--- config.mk ---
export PLATFORM = sky130hd
export DESIGN_NAME = ufk_ctrl
export DESIGN_NICKNAME = d
export VERILOG_FILES = /design/src/hw/rtl/ufk_pkg.sv /design/src/hw/rtl/ufk_ctrl.sv
export SDC_FILE = /design/constraint.sdc
export NUM_CORES = 1
export LEC_CHECK = 0
export BUFFER_PORTS_ARGS = -buffer_cell sky130_fd_sc_hd__clkbuf_2
export CORE_ASPECT_RATIO = 1.1
export CORE_MARGIN = 4
export CORE_UTILIZATION = 46
export CTS_CLUSTER_DIAMETER = 80
export DETAILED_ROUTE_END_ITERATION = 10
export PLACE_DENSITY = 0.72
export SKIP_CTS_REPAIR_TIMING = 1
export SLEW_MARGIN = 20
export SYNTH_ARGS = -nofsm -noshare
export SYNTH_HDL_FRONTEND = slang
export SYNTH_SLANG_ARGS = --single-unit
--- constraint.sdc ---
create_clock -name clk -period 1.55 [get_ports clk]
set_input_delay 0.155 -clock clk [delete_from_list [all_inputs] [get_ports clk]]
set_output_delay 0.155 -clock clk [all_outputs]
set_load 0.03 [all_outputs]
--- src/hw/rtl/ufk_pkg.sv ---
// Shared types and constants for the union-find Kruskal linker.
`timescale 1ns / 1ps

package ufk_pkg;

  localparam int NODE_W         = 10;
  localparam int COUNT_W        = 11;
  localparam int WEIGHT_W       = 31;
  localparam int TOTAL_W        = 63;
  localparam int NODE_COUNT_DEF = 1024;

  typedef struct packed {
    logic [NODE_W-1:0]   node_a;
    logic [NODE_W-1:0]   node_b;
    logic [WEIGHT_W-1:0] edge_weight;
  } ufk_in_t;

  typedef struct packed {
    logic                merged;
    logic [NODE_W-1:0]   root_out;
    logic [COUNT_W-1:0]  set_count;
    logic [TOTAL_W-1:0]  total_weight;
  } ufk_out_t;

  typedef struct packed {
    logic clr_step;
    logic load;
    logic red_step;
    logic walk_iss;
    logic walk_step;
    logic walk_sel_b;
    logic sz_sel_a;
    logic sz_cap_a;
    logic commit;
  } ufk_cmd_t;

  typedef struct packed {
    logic clr_last;
    logic root_found;
    logic out_free;
  } ufk_sts_t;

endpackage

--- src/hw/rtl/ufk_ctrl.sv ---
// Controller: sequences clearing, index reduction, root walks and merge.
`timescale 1ns / 1ps

module ufk_ctrl (
  input  logic              clk,
  input  logic              rst_n,
  input  logic              in_valid,
  output logic              in_ready,
  input  ufk_pkg::ufk_sts_t sts,
  output ufk_pkg::ufk_cmd_t cmd
);
  import ufk_pkg::*;

  typedef enum logic [9:0] {
    ST_CLEAR  = 10'b0000000001,
    ST_IDLE   = 10'b0000000010,
    ST_REDUCE = 10'b0000000100,
    ST_A_ISS  = 10'b0000001000,
    ST_A_WALK = 10'b0000010000,
    ST_B_ISS  = 10'b0000100000,
    ST_B_WALK = 10'b0001000000,
    ST_SZ_A   = 10'b0010000000,
    ST_SZ_B   = 10'b0100000000,
    ST_DECIDE = 10'b1000000000
  } state_t;

  state_t state_r, state_nxt;

  assign in_ready = (state_r == ST_IDLE);

  always_comb begin
    cmd       = '0;
    state_nxt = state_r;
    case (state_r)
      ST_CLEAR: begin
        cmd.clr_step = 1'b1;
        if (sts.clr_last) state_nxt = ST_IDLE;
      end
      ST_IDLE: begin
        if (in_valid) begin
          cmd.load  = 1'b1;
          state_nxt = ST_REDUCE;
        end
      end
      ST_REDUCE: begin
        cmd.red_step = 1'b1;
        state_nxt    = ST_A_ISS;
      end
      ST_A_ISS: begin
        cmd.walk_iss = 1'b1;
        state_nxt    = ST_A_WALK;
      end
      ST_A_WALK: begin
        cmd.walk_step = 1'b1;
        if (sts.root_found) state_nxt = ST_B_ISS;
      end
      ST_B_ISS: begin
        cmd.walk_iss   = 1'b1;
        cmd.walk_sel_b = 1'b1;
        state_nxt      = ST_B_WALK;
      end
      ST_B_WALK: begin
        cmd.walk_step  = 1'b1;
        cmd.walk_sel_b = 1'b1;
        if (sts.root_found) state_nxt = ST_SZ_A;
      end
      ST_SZ_A: begin
        cmd.sz_sel_a = 1'b1;
        state_nxt    = ST_SZ_B;
      end
      ST_SZ_B: begin
        cmd.sz_cap_a = 1'b1;
        state_nxt    = ST_DECIDE;
      end
      ST_DECIDE: begin
        if (sts.out_free) begin
          cmd.commit = 1'b1;
          state_nxt  = ST_IDLE;
        end
      end
      default: state_nxt = ST_CLEAR;
    endcase
  end

  always_ff @(posedge clk) begin
    if (!rst_n) begin
      state_r <= ST_CLEAR;
    end else begin
      state_r <= state_nxt;
    end
  end

endmodule

; Yosys cells after proc, flatten, opt, wreduce, memory -nomap -nowiden
; Index checks and enable logic that the tools add are counted.
[word_totals]
reg_bits = 10
inputBits = 6
output_inout_bits = 10
[op_classes]
n_eq_ne = 15
muxes = 17
reduce_logical = 4
[op_table]
columns = cell, n
row1 = 10-bit one-hot mux with 10 select lines, 1
row2 = 10-bit 2-to-1 mux, 5
row3 = 1-bit 2-to-1 mux, 11
row4 = "10-bit by 1-bit equality test with 1-bit output, second input constant", 1
row5 = "10-bit equality test, second input constant", 1
row6 = "10-bit by 2-bit equality test with 1-bit output, second input constant", 1
row7 = "10-bit by 3-bit equality test with 1-bit output, second input constant", 1
row8 = "10-bit by 4-bit equality test with 1-bit output, second input constant", 1
row9 = "10-bit by 5-bit equality test with 1-bit output, second input constant", 1
row10 = "10-bit by 6-bit equality test with 1-bit output, second input constant", 1
row11 = "10-bit by 7-bit equality test with 1-bit output, second input constant", 1
row12 = "10-bit by 8-bit equality test with 1-bit output, second input constant", 1
row13 = "10-bit by 9-bit equality test with 1-bit output, second input constant", 1
row14 = "2-bit != test, second input constant", 5
row15 = 2-bit OR reduction, 3
row16 = 5-bit AND reduction, 1

; Depth between registers and ports, before layout
; Gate-level depths: netlist (run 1).
[logic_depth]
ltp_word = 3
mapped_depth = 5
depth_no_buf = 4

; Worst setup path after synthesis (run 1)
; Ideal clock, no wire load.
[synth_timing]
path_kind = register to output
startpoint = register state_r[0]
endpoint = output cmd[3] (netlist name)
arrival_ns = 1.981
required_ns = 1.395
path_slack_ns = -0.586
stages_incl_launch_ff = 5
path_cell_list = dfxtp_1 > clkbuf_1 > nor4_4 > and2_1 > nor4b_1
[synth_lines]
columns = item, line
row1 = start: declaration, ufk_ctrl.sv:27  ; state_t state_r, state_nxt;
row2 = start signal: assignment, ufk_ctrl.sv:89  ; state_r <= state_nxt;
row3 = end: declaration, ufk_ctrl.sv:10  ; output ufk_pkg::ufk_cmd_t cmd

==> key figures, run 1 <==
Setup path
  – Kind of critical path: reg2out
  – CP max-delay cell: nor4_4
  – Crit end category: primary output
  – Crit path max-delay family: simple AND/OR/NAND/NOR gates
  – CP Data Required Time: between 1 and 1.5 ns
  – Worst path arrival time: around 1.7 ns
  – CP startpoint kind: register
  – WP buf/inv: 3
  – Worst path max stage delay: 0.37 ns
  – WP depth: 6
  – Cell Chain, Critical Path: nor4_4 -> buf_4 -> nand4b_4 -> inv_4 -> and2_4 -> buf_6
  – R2R cell count: 6
  – Worst-path fanout max: 4

STA
  – Final clock skew: about 0.012 ns
  – Final worst setup slack: -0.289 ns
  – Worst Tran Pin Value: between 0.4 and 0.5 ns
  – Slew margin rel.: a little over two thirds
  – Setup violators final: 16
  – Final min period: ~1.8 ns
  – RSZ-0062 raised after global routing: yes
  – Post-route clock period utilization: 119%
  – Max Freq: 544 MHz
  – Fin. Hold Viols: 0
  – Max-slew violation count: 0

Cells and area
  – Number of diodes: 0
  – Regs by FF count: state_r: 10 flops
  – Layout cell share with drive strength beyond 1: 61.7%
  – P&R area growth vs syn: 59.0%
  – Fillers: just over 90
  – Final core utilization: approximately 81%
  – Max reg flops: 10
  – Final Instance Area: around 0.0012 sq mm
  – Biggest register: state_r
  – Layout Nets: 123
  – Finished Layout Cells: about 130

Clocking
  – Root buf cell: clkbuf_4
  – CTS H-tree lvls: 1
  – Bufs on Longest Clock Path: 2
  – Reg clk slew, reported paths: 0.07 ns
  – Clk_lat worst skew: about 0.27 ns
  – Clk sinks: 10
  – CTS tree: built
  – Num CTS Buffers: 3

Power
  – Maximum VDD drop: ~460 uV
  – PwrDens: 559 mW/mm^2
  – Static leakage: 0.000548 uW

Routing
  – Post-Route WL: roughly 2.4 mm
  – Routed length per placed instance: 18.0 microns
  – DR iter-0 viols: 26
  – Final ANT Viol Nets: 0
  – DRC viols: 0
  – Routed via count: approximately 800
  – TritonRoute pass-1 iters: 4
  – Via-to-Cell Ratio: approximately 6.3

Yosys
  – Cell area after synthesis: between 700 and 800 sq um
  – Cells after Synth: 86
  – Mux share of post-synthesis cell area: under 10%
  – Synthesized net count: between 90 and 100
  – Largest family of logic cells by synthesized area: simple AND/OR/NAND/NOR gates
  – Adder-cell share of the synthesized area: 0%
  – Distinct cells, synth: 36
  – Sequential-to-total area share from yosys stat: a little over a quarter
  – Number of synthesized flops with an enable pin: 0
  – Dominant synthesized flop cell: dfxtp_1
  – Asr flop ratio synth: 0%
  – Post-synthesis compound-gate area fraction: approximately a tenth
  – Syn_area_per_cell: roughly 8.5 sq um
  – Post-synthesis register bit count: 10
  – XOR/XNOR share of the synthesized area: between 5 and 6%
  – Simple-gate share of the synthesized area: ~48%
  – Yosys warns: 0

Min path
  – Worst hold stages: 2
  – Hold Crit Class: in2reg

Job
  – Number of max-cap violations: 0

Global routing
  – Vias in the first global route: ~720
  – Overflow after GRT: 0
  – Gr usage total: a little under a fifth
  – Initial antenna violation count: 0
  – First-pass GRT wire length: slightly above 3 mm
  – Largest net degree at the start of global routing: 11

Die
  – Core ar.: about 0.0014 sq mm
  – Die area: around 0.0023 sq mm
  – Starting Density: between 50% and 60%
  – Die height: between 40 and 50 microns
  – Num rows: 14
  – IO Count: 16
  – Width of the chip: 46.1 microns

Place
  – Pre-CTS WS: -0.0127 ns
  – Port bufs: 15
  – Placed cell area: about 910 sq um
  – Hpwl dp: between 1 and 1.5 mm
  – GPL Wtd Cong: slightly above 0.8
  – Placed insts: 124

Status
  – Failing checks: negative setup slack
  – Status: finished, violations left
cell families after synthesis:
| group | after synthesis |
|---|---|
| compound gates | 9 |
| flops | 10 |
| buf+inv | 10 |
| mux | 1 |
| xor+xnor | 5 |
| simple gates | 51 |
final cells by class:
cell class              count  area, sq um  area share [%]
clock buffers               3         22.5            1.93
repair buffers             32          273            23.4
well taps                  16         20.0            1.72
flip-flops and latches     10          210            18.0
inverters                   4         17.5            1.50
multi-input cells          66          623            53.4
through the flow:
step	power (uW)	hold slack, ns	TNS, ns
after floorplan	367	0.301	-0.150
after global placement	409	0.441	0
after detailed placement	412	0.444	-0.0127
after CTS	590	0.167	-2.09
after global routing	689	0.215	-3.29
final	652	0.213	-2.06
path summary, 6_finish.rpt:
check                    end        from  slack (ns)
setup reg to reg  state_r[6]  state_r[9]       -0.07
hold / removal    state_r[2]    in_valid        0.21
setup / recovery      cmd[7]  state_r[6]       -0.29
hold reg to reg   state_r[1]  state_r[1]        0.64
metal layers:
metal / GRT usage [%] / vias up / part of all wire [%]
li1: - / 378 / -
met2: 28.9 / 38 / 51
met1: 21.7 / 395 / 40
met5: 0 / - / 0
met3: 6.18 / 9 / 6.6
met4: 6.16 / 0 / 2.1
power breakdown:
| part | switching (uW) | internal (uW) | leakage, uW |
|---|---|---|---|
| sequential | 21.1 | 264 | 0.0000842 |
| clock | 89.9 | 89.5 | 0.0000138 |
| combinational | 99.3 | 88.7 | 0.000450 |
cells in the final DEF (no fill, tap or decap), drive strengths merged, types with 4 or more instances in the layout:
cell     n
dfxtp   10
inv      4
clkbuf   8
nand4    5
nand2    6
nor3     4
nor2     6
buf     27
nor4     7
and2     4
and3     4
cell usage after synthesis, types with 2 or more instances:
cell type  number  area share [%]
o21ai_0         2             1.4
a32o_2          2             3.1
nor4_1          5             4.3
nand3_1         3             2.0
buf_2           2             1.4
nand2_1         6             3.1
nand4b_1        2             2.4
nand4_1         4             3.4
nand2b_1        2             1.7
dfxtp_1        10              27
nor3_1          4             2.7
nor3b_1         2             2.0
xnor2_1         2             2.4
and3_1          3             2.6
and2_1          4             3.4
clkbuf_1        2             1.0
xor2_1          3             3.6
nor4_4          2             5.8
inv_1           4             2.0
nor2_1          6             3.1
worst register-to-register path, stage by stage, from the launching register on:
cell and delay [ns]:
dfxtp_2 0.33, nor4_4 0.46, buf_4 0.24, buf_6 0.11, nand4bb_4 0.14, nand4_1 0.14, a32o_2 0.17
No activity file was read; power rests on OpenSTA's default activity.
==> run 2, diff against run 1 <==
ABC_AREA = 1   (was default)
==> run 2 against run 1 <==
Net effect:
- sequential share of layout area rose by 3.2 points
- setup slack improved by 0.33 ns
- combinational power rose to 4.0 times the previous value
- largest cell class unchanged
- clock-buffer cell count did not move
- clock skew fell by 0.010 ns
- largest power group is now combinational logic
- flip-flop and latch count did not move
- worst hold slack got worse by 0.020 ns
- clock power barely moved
- routed wire length fell by 27%
- critical endpoint is now cmd[3]
- the run now ends clean
- non-clock buffer count fell by 15
- first-iteration DRC count fell by 65%
==> key figures, run 2 <==
Setup path
  – Worst path max stage delay: 0.31 ns (-0.06 ns)
  – CP max-delay cell: dfxtp_1
  – Kind of critical path: reg2out
  – Crit end category: primary output
  – CP startpoint kind: register
  – Worst-path fanout max: 5 (+1)
  – CP Data Required Time: 1.39 ns (about the same)
  – Worst r2r src: state_r[3]
  – R2R cell count: 9 (+3)
  – Cell Chain, Critical Path: inv_2 -> nand2_4 -> nor3_4 -> nand2_2 -> nand2_1 -> buf_6
  – Crit. Startpoint: state_r[9]
  – Worst path arrival time: 1.35 ns (-0.33 ns)

Routing
  – M1 wire length: 681 microns (-28%)
  – Highest Signal Layer: met4
  – Wire length on met3: 74 microns (-53%)
  – Routed via count: 748 (-8.8%)
  – Post-Route WL: 1.72 mm (-27%)
  – TritonRoute pass-1 iters: 3 (-1)
  – Final ANT Viol Nets: 0 (unchanged)
  – Routed length per placed instance: 11.5 microns (-36%)
  – DRC viols: 0 (unchanged)
  – Met2 WL: 921 microns (-24%)
  – DR iter-0 viols: 9 (-65%)
  – Via-to-Cell Ratio: 5.02 (-20%)

Die
  – IO Count: 16 (unchanged)
  – Num rows: 14 (unchanged)
  – Core ar.: 0.00142 sq mm (-1.2%)
  – Die height: 49.6 microns (-0.50%)
  – Width of the chip: 45.8 microns (-0.50%)
  – Die area: 0.00227 sq mm (-1.0%)
  – Starting Density: 51.1% (about the same)

Cells and area
  – Final Instance Area: 992 sq um (-15%)
  – Finished Layout Cells: 149 (+14%)
  – Max reg flops: 10 (unchanged)
  – Layout cell share with drive strength beyond 1: 50.4% (-11 points)
  – Most frequent cells in the layout: inv_1 (24), nand2_1 (17), nor2_1 (11)
  – Regs by FF count: state_r: 10 flops
  – Number of diodes: 0 (unchanged)
  – Register area: 210 sq um (unchanged)
  – Biggest register: state_r
  – P&R area growth vs syn: 37.0%
  – Fillers: 128 (+41%)
  – Layout Nets: 141 (+15%)
  – Multi-input gate area: 499 sq um (-20%)
  – Most common cell after layout, fill and taps aside: inv_1

Clocking
  – Num CTS Buffers: 3 (unchanged)
  – CTS tree: built
  – Reg clk slew, reported paths: 0.06 ns (about the same)
  – Bufs on Longest Clock Path: 2 (unchanged)
  – Clk_lat worst skew: 0.27 ns (about the same)
  – Clk sinks: 10 (unchanged)
  – Root buf cell: clkbuf_4
  – CTS H-tree lvls: 1 (unchanged)

STA
  – Final worst setup slack: 0.0429 ns (+0.332 ns)
  – Slew margin rel.: 86.0% (+15 points)
  – Sum Neg Setup Slack: 0 ns (+2.06 ns)
  – Worst Tran Pin Value: 0.210 ns (-0.225 ns)
  – RSZ-0062 raised after global routing: yes
  – Post-route clock period utilization: 97.2% (-21 points)
  – Max Freq: 664 MHz (+22%)
  – Final min period: 1.51 ns (-0.332 ns)
  – Final clock skew: 0.00147 ns (-0.0102 ns)
  – Max-slew violation count: 0 (unchanged)
  – Fin. Hold Viols: 0 (unchanged)
  – Setup violators final: 0 (-16)

Place
  – Placed cell area: 816 sq um (-11%)
  – Placed insts: 144 (+16%)
  – Hpwl dp: 1.26 mm (-14%)
  – Pre-CTS WS: 0.190 ns (+0.203 ns)
  – GPL Wtd Cong: 0.817 (+1.4%)
  – Port bufs: 15 (unchanged)

Yosys
  – Syn_area_per_cell: 6.35 sq um (-25%)
  – Distinct cells, synth: 17 (-53%)
  – Number of synthesized flops with an enable pin: 0 (unchanged)
  – Commonest cells in the synthesized netlist: inv_1 (25), nand2_1 (20), nor2_1 (12)
  – Cells after Synth: 114 (+33%)
  – Synthesized net count: 120 (+30%)
  – Sequential-to-total area share from yosys stat: 27.6% (+0.33 points)
  – Yosys warns: 0 (unchanged)
  – Dominant synthesized flop cell: dfxtp_1
  – Asr flop ratio synth: 0% (unchanged)
  – Yosys top cell area share: 27.6% (+0.33 points)
  – Largest area contributor in the netlist: dfxtp_1
  – Post-synthesis register bit count: 10 (unchanged)
  – Largest cells by area after synthesis: dfxtp_1 (28%), inv_1 (13%), nand2_1 (10%), nor2_2 (8.6%), nand3_1 (6.9%)
  – Count leader, synth: inv_1
  – Cell area after synthesis: 724 sq um (-1.2%)

Power
  – Static leakage: 0.000571 uW (+4.1%)
  – Maximum VDD drop: 880 uV (+89%)
  – PwrDens: 1340 mW/mm^2 (+140%)

Job
  – Number of max-cap violations: 0 (unchanged)

Global routing
  – Largest net degree at the start of global routing: 11 (unchanged)
  – Overflow after GRT: 0 (unchanged)
  – Initial antenna violation count: 0 (unchanged)
  – Gr usage total: 15.4% (-2.6 points)
  – Vias in the first global route: 662 (-7.8%)
  – First-pass GRT wire length: 2.59 mm (-16%)

Min path
  – Worst hold stages: 4 (+2)
  – Hold Crit Class: in2reg
  – HP Start: sts[2]

Status
  – Status: completed
-- run 2: cell families (layout without fill, tap and decap cells) --
group,Yosys count,count (layout),share of synthesized area [%]
AOI/OAI and AO/OA,1,1,1.04
buffers and inverters,30,49,15.5
DFF,10,10,27.6
and+or+nand+nor,73,73,55.8
-- run 2: power by group --
part / leakage [uW] / internal (uW) / switching (uW) / total (uW)
clock: 0.0000138 / 90.0 / 91.1 / 181
combinational: 0.000473 / 276 / 480 / 756
sequential: 0.0000842 / 310 / 79.5 / 389
total: 0.000571 / 676 / 651 / 1330
-- run 2: metrics by stage --
stage | total power, uW | hold WS [ns] | utilization [%]
6_report | 1330 | 0.192 | 69.9
3_3_place_gp | 999 | 0.471 | 57.5
4_1_cts | 1190 | 0.198 | 59.1
5_1_grt | 1440 | 0.214 | 69.9
3_5_place_dp | 1020 | 0.472 | 57.5
2_1_floorplan | 887 | 0.375 | -
-- run 2: critical path, delay by kind of cell (launching register included) --
kind          cells  cell delay (ns)
buf+inv           2             0.21
flops             1             0.31
simple gates      4             0.55
-- run 2: cell type report --
cell class / count / share of cell area [%]
clock buffers: 3 / 2.27
inverters: 29 / 11.0
multi-input cells: 74 / 50.3
flip-flops and latches: 10 / 21.2
well taps: 16 / 2.02
repair buffers: 17 / 13.2
-- run 2: path summary, 6_finish.rpt --
| check | to | slack (ns) |
|---|---|---|
| setup / recovery | cmd[3] | 0.04 |
| hold / removal | state_r[0] | 0.19 |
| setup reg to reg | state_r[1] | 0.14 |
| hold reg to reg | state_r[1] | 0.54 |
-- run 2: routing by layer --
| layer | GRT usage [%] | vias to the layer above |
|---|---|---|
| li1 | - | 379 |
| met1 | 17.3 | 349 |
| met5 | 0 | - |
| met3 | 2.18 | 5 |
| met2 | 26.5 | 15 |
| met4 | 8.53 | 0 |
